**config.mk**
```make
export PLATFORM = sky130hd
export DESIGN_NAME = window_peak_to_peak_noise_detect_core
export DESIGN_NICKNAME = d
export VERILOG_FILES = /design/src/sv/wpp_pkg.sv /design/src/sv/wpp_ram.sv /design/src/sv/wpp_cfg_regs.sv /design/src/sv/window_peak_to_peak_noise_detect_core.sv
export SDC_FILE = /design/constraint.sdc
export NUM_CORES = 1
export LEC_CHECK = 0
export BUFFER_PORTS_ARGS = -buffer_cell sky130_fd_sc_hd__buf_4
export CAP_MARGIN = 15
export CORE_MARGIN = 2
export CORE_UTILIZATION = 31
export DETAILED_ROUTE_END_ITERATION = 12
export GPL_ROUTABILITY_DRIVEN = 1
export MAX_ROUTING_LAYER = met4
export PLACE_DENSITY = 0.46
export SYNTH_ARGS = -nofsm -noshare
export SYNTH_HDL_FRONTEND = slang
export SYNTH_SLANG_ARGS = --single-unit
```
**constraint.sdc**
```tcl
create_clock -name clk -period 6.07 [get_ports clk]
set_input_delay 0.3035 -clock clk [delete_from_list [all_inputs] [get_ports clk]]
set_output_delay 0.3035 -clock clk [all_outputs]
set_load 0.005 [all_outputs]
```
**src/sv/wpp_pkg.sv**
```systemverilog
// shared constants, types and helpers for the window peak-to-peak noise detector
// no dependencies; used by wpp_cfg_regs, the core and the testbench
`default_nettype none

package wpp_pkg;

    // field widths
    localparam int SAMPLE_W   = 24;
    localparam int THR_W      = 24;
    localparam int CFG_LEN_W  = 5;
    localparam int CFG_IDX_W  = 2;
    localparam int CFG_DATA_W = 24;
    localparam int SPREAD_W   = SAMPLE_W + 2;

    // window store geometry
    localparam int WINDOW_MAX = 16;
    localparam int ADDR_W     = (WINDOW_MAX > 1) ? $clog2(WINDOW_MAX) : 1;
    localparam int LEN_NAT_W  = $clog2(WINDOW_MAX + 1);
    localparam int LEN_W      = (LEN_NAT_W > CFG_LEN_W) ? LEN_NAT_W : CFG_LEN_W;

    localparam logic [LEN_W-1:0] LEN_ONE = LEN_W'(1);
    localparam logic [LEN_W-1:0] LEN_TWO = LEN_W'(2);
    localparam logic [LEN_W-1:0] LEN_MAX = LEN_W'(WINDOW_MAX);

    // cap of the running minimum and floor of the running maximum
    localparam logic signed [SAMPLE_W-1:0] EXTREME_HI = SAMPLE_W'(5000000);
    localparam logic signed [SAMPLE_W-1:0] EXTREME_LO = SAMPLE_W'(-5000000);

    // register indexes and reset values
    localparam logic [CFG_IDX_W-1:0] CFG_IDX_THRESHOLD     = CFG_IDX_W'(0);
    localparam logic [CFG_IDX_W-1:0] CFG_IDX_WINDOW_LENGTH = CFG_IDX_W'(1);
    localparam logic [THR_W-1:0]     THRESHOLD_RESET       = THR_W'(0);
    localparam logic [CFG_LEN_W-1:0] WINDOW_LENGTH_RESET   = CFG_LEN_W'(5);

    typedef struct packed {
        logic [THR_W-1:0]     threshold;
        logic [CFG_LEN_W-1:0] window_length;
    } cfg_t;

    // window length saturated to the store depth
    function automatic logic [LEN_W-1:0] sat_len(input logic [CFG_LEN_W-1:0] wl);
        logic [LEN_W-1:0] wl_ext;
        wl_ext = LEN_W'(wl);
        if (wl_ext > LEN_MAX)
            return LEN_MAX;
        return wl_ext;
    endfunction

endpackage

`default_nettype wire

```
**src/sv/wpp_ram.sv**
```systemverilog
// generic simple dual-port ram, one write and one registered read per cycle
// no dependencies
`default_nettype none

module wpp_ram #(
    parameter int WIDTH  = 24,
    parameter int DEPTH  = 16,
    parameter int ADDR_W = (DEPTH > 1) ? $clog2(DEPTH) : 1
) (
    input  wire logic              clk,
    input  wire logic              wr_en,
    input  wire logic [ADDR_W-1:0] wr_addr,
    input  wire logic [WIDTH-1:0]  wr_data,
    input  wire logic [ADDR_W-1:0] rd_addr,
    output logic      [WIDTH-1:0]  rd_data
);

    logic [WIDTH-1:0] mem [DEPTH];

    // write port
    always_ff @(posedge clk)
    begin
        if (wr_en)
            mem[wr_addr] <= wr_data;
    end

    // registered read port
    always_ff @(posedge clk)
    begin
        rd_data <= mem[rd_addr];
    end

endmodule

`default_nettype wire

```
**src/sv/wpp_cfg_regs.sv**
```systemverilog
// configuration registers: threshold and window length
// depends on wpp_pkg
`default_nettype none

module wpp_cfg_regs (
    input  wire logic                           clk,
    input  wire logic                           rst_n,
    input  wire logic                           cfg_valid,
    output logic                                cfg_ready,
    input  wire logic [wpp_pkg::CFG_IDX_W-1:0]  cfg_index,
    input  wire logic [wpp_pkg::CFG_DATA_W-1:0] cfg_data,
    output wpp_pkg::cfg_t                       cfg
);

    wpp_pkg::cfg_t cfg_reg;

    assign cfg_ready = 1'b1;
    assign cfg       = cfg_reg;

    // register writes, unknown indexes are dropped
    always_ff @(posedge clk or negedge rst_n)
    begin
        if (!rst_n)
        begin
            cfg_reg.threshold     <= wpp_pkg::THRESHOLD_RESET;
            cfg_reg.window_length <= wpp_pkg::WINDOW_LENGTH_RESET;
        end
        else if (cfg_valid)
        begin
            if (cfg_index == wpp_pkg::CFG_IDX_THRESHOLD)
                cfg_reg.threshold <= cfg_data[wpp_pkg::THR_W-1:0];
            else if (cfg_index == wpp_pkg::CFG_IDX_WINDOW_LENGTH)
                cfg_reg.window_length <= cfg_data[wpp_pkg::CFG_LEN_W-1:0];
        end
    end

endmodule

`default_nettype wire

```
**src/sv/window_peak_to_peak_noise_detect_core.sv**
```systemverilog
// window peak-to-peak noise detector, top level with the window sequencer
// each input transaction walks the window (saturated length, 0..16) through S_SCAN, S_CMP and S_OUT;
//   zero length skips the walk and goes straight to S_OUT
// one transaction at a time: in_ready only in S_IDLE, after the result is registered; one window entry per cycle
// reset: async active low; control and config registers to reset values, window reads zero via entry valid flops
// depends on wpp_pkg, wpp_ram, wpp_cfg_regs
`default_nettype none

module window_peak_to_peak_noise_detect_core (
    input  wire logic                           clk,
    input  wire logic                           rst_n,
    input  wire logic                           in_valid,
    output logic                                in_ready,
    input  wire logic signed [wpp_pkg::SAMPLE_W-1:0] sample,
    output logic                                out_valid,
    input  wire logic                           out_ready,
    output logic                                noise_flag,
    input  wire logic                           cfg_valid,
    output logic                                cfg_ready,
    input  wire logic [wpp_pkg::CFG_IDX_W-1:0]  cfg_index,
    input  wire logic [wpp_pkg::CFG_DATA_W-1:0] cfg_data
);

    typedef enum logic [3:0] {
        S_IDLE = 4'b0001,
        S_SCAN = 4'b0010,
        S_CMP  = 4'b0100,
        S_OUT  = 4'b1000
    } state_t;

    state_t state_reg, state_next;

    wpp_pkg::cfg_t cfg;

    logic [wpp_pkg::LEN_W-1:0]            len_sat;
    logic [wpp_pkg::LEN_W-1:0]            len_last;
    logic [wpp_pkg::LEN_W-1:0]            cnt_reg;
    logic [wpp_pkg::LEN_W-1:0]            rd_idx;
    logic [wpp_pkg::ADDR_W-1:0]           rd_addr;
    logic                                 rd_hit_reg;
    logic                                 rd_hit_next;
    logic [wpp_pkg::SAMPLE_W-1:0]         rd_data;
    logic [wpp_pkg::WINDOW_MAX-1:0]       valid_reg;
    logic signed [wpp_pkg::SAMPLE_W-1:0]  sample_reg;
    logic signed [wpp_pkg::SAMPLE_W-1:0]  hi_reg;
    logic signed [wpp_pkg::SAMPLE_W-1:0]  lo_reg;
    logic signed [wpp_pkg::SAMPLE_W-1:0]  scan_val;
    logic signed [wpp_pkg::SPREAD_W-1:0]  spread;
    logic signed [wpp_pkg::SPREAD_W-1:0]  thr_ext;
    logic                                 flag_reg;
    logic                                 out_valid_reg;
    logic                                 noise_reg;
    logic                                 accept;
    logic                                 scan_last;
    logic                                 out_free;
    logic                                 wr_en;

    wpp_cfg_regs u_cfg (
        .clk       (clk),
        .rst_n     (rst_n),
        .cfg_valid (cfg_valid),
        .cfg_ready (cfg_ready),
        .cfg_index (cfg_index),
        .cfg_data  (cfg_data),
        .cfg       (cfg)
    );

    // handshake and walk control
    assign in_ready  = (state_reg == S_IDLE);
    assign accept    = in_valid && in_ready;
    assign len_sat   = wpp_pkg::sat_len(cfg.window_length);
    assign len_last  = len_sat - wpp_pkg::LEN_ONE;
    assign scan_last = (cnt_reg == len_last);
    assign out_free  = !out_valid_reg || out_ready;
    assign wr_en     = (state_reg == S_SCAN);

    // read one entry ahead of the write position
    assign rd_idx      = accept ? wpp_pkg::LEN_ONE : (cnt_reg + wpp_pkg::LEN_TWO);
    assign rd_addr     = rd_idx[wpp_pkg::ADDR_W-1:0];
    assign rd_hit_next = (rd_idx < wpp_pkg::LEN_MAX) && valid_reg[rd_addr];

    wpp_ram #(
        .WIDTH (wpp_pkg::SAMPLE_W),
        .DEPTH (wpp_pkg::WINDOW_MAX)
    ) u_window (
        .clk     (clk),
        .wr_en   (wr_en),
        .wr_addr (cnt_reg[wpp_pkg::ADDR_W-1:0]),
        .wr_data (scan_val),
        .rd_addr (rd_addr),
        .rd_data (rd_data)
    );

    // shifted value for this position: next entry, or the new sample at the top
    always_comb
    begin
        if (scan_last)
            scan_val = sample_reg;
        else if (rd_hit_reg)
            scan_val = $signed(rd_data);
        else
            scan_val = '0;
    end

    // spread of the window against the threshold
    assign spread  = {{2{hi_reg[wpp_pkg::SAMPLE_W-1]}}, hi_reg}
                   - {{2{lo_reg[wpp_pkg::SAMPLE_W-1]}}, lo_reg};
    assign thr_ext = $signed({2'b00, cfg.threshold});

    // next state
    always_comb
    begin
        state_next = state_reg;
        unique case (state_reg)
            S_IDLE:
            begin
                if (accept)
                    state_next = (len_sat == '0) ? S_OUT : S_SCAN;
            end
            S_SCAN:
            begin
                if (scan_last)
                    state_next = S_CMP;
            end
            S_CMP:
            begin
                state_next = S_OUT;
            end
            S_OUT:
            begin
                if (out_free)
                    state_next = S_IDLE;
            end
            default:
            begin
                state_next = S_IDLE;
            end
        endcase
    end

    // control registers
    always_ff @(posedge clk or negedge rst_n)
    begin
        if (!rst_n)
        begin
            state_reg     <= S_IDLE;
            valid_reg     <= '0;
            out_valid_reg <= 1'b0;
            cnt_reg       <= '0;
            rd_hit_reg    <= 1'b0;
        end
        else
        begin
            state_reg  <= state_next;
            rd_hit_reg <= rd_hit_next;
            if (accept)
                cnt_reg <= '0;
            else if (state_reg == S_SCAN)
                cnt_reg <= cnt_reg + wpp_pkg::LEN_ONE;
            if (wr_en)
                valid_reg[cnt_reg[wpp_pkg::ADDR_W-1:0]] <= 1'b1;
            if (state_reg == S_OUT && out_free)
                out_valid_reg <= 1'b1;
            else if (out_ready)
                out_valid_reg <= 1'b0;
        end
    end

    // payload registers: sample, running extremes, flag and output
    always_ff @(posedge clk)
    begin
        if (accept)
        begin
            sample_reg <= sample;
            hi_reg     <= wpp_pkg::EXTREME_LO;
            lo_reg     <= wpp_pkg::EXTREME_HI;
            flag_reg   <= 1'b1;
        end
        else if (state_reg == S_SCAN)
        begin
            if (scan_val > hi_reg)
                hi_reg <= scan_val;
            if (scan_val < lo_reg)
                lo_reg <= scan_val;
        end
        else if (state_reg == S_CMP)
        begin
            flag_reg <= (spread > thr_ext);
        end
        if (state_reg == S_OUT && out_free)
            noise_reg <= flag_reg;
    end

    assign out_valid  = out_valid_reg;
    assign noise_flag = noise_reg;

endmodule

`default_nettype wire

```
==> flow_summary.toml, run 1 <==
[timing]
finalHoldViolCount = 0
min_period_ns = 5.16
slew_viol_final = 0
final.setup_skew_ns = 0.0311
fin_tns_setup_ns = 0
max_slew_margin_pct = 34.7
period_share_pct = 84.9
max_freq_ghz = 0.194
setup_viol_count_final = 0
rsz0062_at_grt = "false"
worstMarginPinSlew_ns = 0.979
holdWs_ns = 0.223

[clocking]
numCtsBuffers = 60
post_cts_buffers = 0
cts.clk_slew.worst_paths_ns = 0.06
clock_sinks = 538
cts_tree = "yes"
cts.htree.levels = 2
clock_latency_ns = 0.64
cts_root_buffer = "clkbuf_16"
clockBufferDepth = 3

[grt]
antenna_found_initial = 1
track_usage_pct = 18.7
grt_max_degree = 115
grt_pass1_vias = 16182
overflow = 0
grt_pass1_wl_um = 109000

[min_path]
hold_path.class = "input pin to flip-flop"
whs_endpoint = "u_cfg.cfg[1]"
worstHoldPathCells = 3
hp-start = "cfg_index[1]"

[worst_setup_path]
critPathArrivalTime_ns = 5.70
criticalPathCategory = "flip-flop to flip-flop"
worstPathRequired_ns = 6.62
reg2reg_slack_ns = 0.91
worst_path_max_delay_cell = "o21ai_2"
critPathLaunchType = "flip-flop"
path_buf_inv = 2
critPathMaxFanout = 49
crit_family = "compound AO/OA/AOI/OAI gates"
crit_path_frequent_cell = "ha_1"
timing.rr.end = "lo_reg[9]"
crit_path_end_kind = "flip-flop"
slowest_delay_ns = 0.72
r2r_start = "u_cfg.cfg[0]"
r2r_cells = 18
worst-path-stages = 18
worstPathCellList = "or2b_1 -> ha_1 -> xor2_1 -> a21oi_1 -> o221ai_1 -> and3_2 -> buf_12 -> o21ai_2 -> ha_1 -> a21o_1 -> a211oi_1 -> o21ai_0 -> a2bb2oi_1 -> nand2_1 -> o22ai_2 -> mux2i_4 -> buf_4 -> mux2i_1"

[synth]
syn-num-nets = 2172
yosys-top-cells-area = "edfxtp_1 51%, dfxtp_1 6.0%, dfrtp_1 5.5%"
seq_area_frac_synth_pct = 62.5
synth_top_area_share_pct = 50.6
synth_cells = 2015
async_reset_ff_share_pct = 10.4
yosysWarnings = 0
synth_top_cell_by_area = "edfxtp_1"
ys_types = 68
synth_area_um2 = 24300
synth_edf_count = 409
synth_ff_type = "edfxtp_1"
synth.avg_cell_area_um2 = 12.0
synth_seq_cells = 538

[floorplan]
ios = 59
rows = 102
die-height_um = 284
initial_core_util_pct = 31.3
die_w_um = 284
core_um2 = 77500
die-area_um2 = 80500

[layout]
final_area_um2 = 28700
antenna_cells = 0
areaGrowthSynthToFinish_pct = 18.3
final_cell_mix = "409 x edfxtp_1, 209 x nand2_1, 120 x a211oi_1"
fin_nets = 2293
final_common_cell = "edfxtp_1"
largest_reg_flops = 384
layout-drive-gt1-share_pct = 13.8

[job]
cap_violations = 0

[power]
ir_drop_uv = 234
finalPower_mw = 13.7
p_per_area_nw_per_um2 = 478
leakage_nw = 10.5

[status]
status = "complete, no violations"

[place]
dp_hpwl_um = 44900
io_buffers = 57
place_congestion = 0.888
dpl_cell_area_um2 = 26300

[detailed_routing]
first_iter_violations = 1246
ant_nets = 0
via_count = 16384
wire_per_inst_um = 22.9
drc_errors = 0
first_pass_iters = 5
finalWirelength_um = 73900
avgViaCountPerCell = 5.08
-- cell type report --
class	instances	area, um^2
clock buffers	89	1710
clock inverters	24	199
fillers	7515	48800
inverters	99	374
multi-input cells	1261	8440
flip-flops and latches	538	15200
well taps	1040	1300
repair buffers	176	1530
-- layer usage --
metal  global-route usage, %  part of all wire, %  up-vias
met5                       -                    0        -
li1                        -                    -     7731
met1                    25.0                   46     8205
met4                    5.91                  3.1        0
met3                    2.61                  3.9      123
met2                    29.4                   47      325
-- worst max path at each step --
stage | start | endpoint | slack [ns]
after CTS | u_cfg.cfg[0] | lo_reg[9] | 0.97
after detailed placement | u_cfg.cfg[0] | lo_reg[9] | 0.99
after global routing | u_cfg.cfg[0] | hi_reg[18] | 0.56
after floorplan | u_cfg.cfg[0] | lo_reg[10] | 0.87
final | u_cfg.cfg[0] | lo_reg[9] | 0.91
after global placement | u_cfg.cfg[0] | lo_reg[3] | 0.99
-- report_power, final --
part	switching, mW	internal (mW)	total [mW]
logic	3.29	1.94	5.23
clock network	1.49	2.03	3.52
registers	0.315	4.64	4.95
total	5.10	8.61	13.7
-- cells in the mapped netlist, types with 4 or more instances --
cell / number
nor4_1: 29
a2111oi_0: 13
a2bb2oi_1: 28
mux2i_1: 41
xnor2_1: 23
clkbuf_1: 93
buf_2: 12
mux2_2: 24
o21ai_0: 89
inv_1: 98
nand2b_1: 11
o21a_1: 8
nand3b_1: 4
a31oi_1: 55
nand3_1: 45
nor3_1: 37
buf_1: 9
nand4_1: 13
nand2_1: 211
a211oi_1: 120
or2_2: 19
o211ai_1: 15
dfrtp_1: 53
xor2_1: 7
mux2_4: 5
edfxtp_1: 409
and2_1: 80
nor2b_1: 14
a21o_1: 28
nor2_1: 111
a21oi_1: 79
dfxtp_1: 73
ha_1: 101
o221ai_1: 5
-- worst reg2reg max path: stages (launching register included) --
cell and delay (ns):
dfstp_2 0.54, or2b_1 0.26, ha_1 0.29, xor2_1 0.19, a21oi_1 0.19, o221ai_1 0.17, and3_2 0.26, buf_12 0.18
o21ai_2 0.75, ha_1 0.28, a21o_1 0.11, a211oi_1 0.06, o21ai_0 0.27, a2bb2oi_1 0.13, nand2_1 0.10, o22ai_2 0.11
mux2i_4 0.67, buf_4 0.31, mux2i_1 0.20
-- cells by family after synthesis --
kind of cell	share of synthesized area, %
DFF	62.5
other	0.0155
adders and majority gates	5.29
muxes	3.21
buffers and inverters	3.52
AOI/OAI and AO/OA	12.8
and+or+nand+nor	11.6
xor gates and xnor gates	1.08
-- metrics by stage --
| stage | setup slack (ns) | instances | util, % |
|---|---|---|---|
| 2_1_floorplan | 0.872 | 2015 | - |
| 4_1_cts | 0.970 | 3227 | 37.0 |
| 3_3_place_gp | 0.987 | 3062 | 33.9 |
| 5_1_grt | 0.556 | 3227 | 37.0 |
| 6_report | 0.915 | 3227 | 37.0 |
| 3_5_place_dp | 0.987 | 3062 | 33.9 |
-- repair_timing --
action	in CTS	in global routing
gates resized for setup	0	0
endpoints found under the hold margin	108	0
hold buffers	52	0
(Power assumes the default switching activity.)
==> run 2, diff against run 1 <==
clock period = 5.1 ns   (was 6.07 ns; I/O delays follow)
==> run 2 against run 1 <==
Against the previous run:
- cell area rose by 0.23%
- non-clock buffer count is 12 higher
- clock skew is 0.0069 ns lower
==> flow_summary.toml, run 2 (synthesized netlist as in run 1, its figures left out) <==
[worst_setup_path]
critPathMaxFanout = 25
worstPathRequired_ns = 5.62
critPathArrivalTime_ns = 5.30
critPathLaunchType = "flip-flop"
criticalPathCategory = "flip-flop to flip-flop"
crit_path_end_kind = "flip-flop"

[clocking]
cts_root_buffer = "clkbuf_16"
clock_latency_ns = 0.64
cts.htree.levels = 2
clockBufferDepth = 3
clock_sinks = 538
numCtsBuffers = 57
cts.clk_slew.worst_paths_ns = 0.06
cts_tree = "yes"

[place]
place_congestion = 0.864
io_buffers = 57
dp_hpwl_um = 45000

[grt]
grt_pass1_vias = 16480
grt_pass1_wl_um = 111000
track_usage_pct = 18.9
overflow = 0
grt_max_degree = 115
antenna_found_initial = 3

[layout]
final_cell_mix = "409 x edfxtp_1, 209 x nand2_1, 129 x buf_4"
layout-drive-gt1-share_pct = 14.1
largest_reg_flops = 384
areaGrowthSynthToFinish_pct = 18.6
finish.utilization_pct = 37.1
final_common_cell = "edfxtp_1"
fin_nets = 2302

[timing]
worstMarginPinSlew_ns = 1.12
min_period_ns = 4.78
rsz0062_at_grt = "false"
fin_tns_setup_ns = 0
slew_viol_final = 0
max_freq_ghz = 0.209
period_share_pct = 93.7
final.setup_skew_ns = 0.0243
finalHoldViolCount = 0
setup_viol_count_final = 0
max_slew_margin_pct = 25.3

[floorplan]
initial_core_util_pct = 31.3
die_w_um = 284
die-area_um2 = 80500
rows = 102
ios = 59
core_um2 = 77500
die-height_um = 284

[status]
status = "complete, no violations"

[job]
cap_violations = 0

[detailed_routing]
first_pass_iters = 5
ant_nets = 0
wire_per_inst_um = 23.2
finalWirelength_um = 75200
via_count = 16610
avgViaCountPerCell = 5.13
drc_errors = 0
first_iter_violations = 1290

[min_path]
hold_path.class = "input pin to flip-flop"

[power]
leakage_nw = 10.6
p_per_area_nw_per_um2 = 568
ir_drop_uv = 343
[run 2: final timing paths]
| check | start | to | slack, ns | cells past startpoint |
|---|---|---|---|---|
| max in group asynchronous | rst_n | cnt_reg[0] | 4.27 | 2 |
| max reg2reg | u_cfg.cfg[0] | lo_reg[5] | 0.32 | 19 |
| min in group asynchronous | rst_n | u_cfg.cfg[8] | 0.25 | 2 |
| max | u_cfg.cfg[0] | lo_reg[5] | 0.32 | 19 |
| min | cfg_index[1] | u_cfg.cfg[1] | 0.20 | 3 |
| min reg2reg | valid_reg[3] | valid_reg[3] | 0.46 | 1 |
[run 2: worst max-delay path, stage by stage, from the launching register on]
cell	delay (ns)
dfstp_2	0.54
or2b_1	0.27
ha_1	0.30
nor2_1	0.14
nand2_1	0.07
a311oi_2	0.30
and3_4	0.30
buf_12	0.19
nand2_1	0.07
o21ai_1	0.15
ha_1	0.31
a211o_1	0.32
nor2_1	0.09
o21ai_0	0.15
a2bb2oi_1	0.22
nand2_1	0.10
o22ai_2	0.24
mux2i_4	0.29
buf_12	0.24
mux2_2	0.35
[run 2: power breakdown]
part	internal (mW)	switching, mW	leakage [nW]
combinational	2.37	4.00	4.61
sequential	5.52	0.318	5.08
clock	2.36	1.77	0.894
[run 2: repair_timing]
item,in CTS,in global routing
hold buffers,52,0
buffers inserted,0,1
setup endpoints to repair,0,20
endpoints found under the hold margin,108,0
gates resized for setup,0,6
[run 2: metal layers]
layer  track usage [%]  up-vias  wire length (um)
li1                  -     7737                 -
met4              5.38        0              1980
met5                 -        -                 0
met3              3.25      103              4150
met2              29.2      436             34700
met1              25.6     8334             34400
[run 2: layout make-up]
cell class / count / area [um^2]
clock buffer: 91 / 1640
clock inverter: 17 / 218
tap: 1040 / 1300
timing repair buffer: 188 / 1630
antenna: 2 / 5.00
inverter: 99 / 374
sequential: 538 / 15200
fill: 7454 / 48700
multi-input combinational: 1261 / 8450
[run 2: stage by stage]
stage               hold WS, ns  total power [mW]  worst slack (ns)  cells  cell area, um^2
global placement          0.374              12.1             0.165   3072            26300
detailed placement        0.377              12.2             0.163   3072            26300
global route              0.208              17.4            0.0177   3235            28800
floorplan               -0.0406              9.97            0.0626   2015            24300
finish                    0.199              16.3             0.324   3236            28800
CTS                       0.182              16.4             0.142   3232            28700
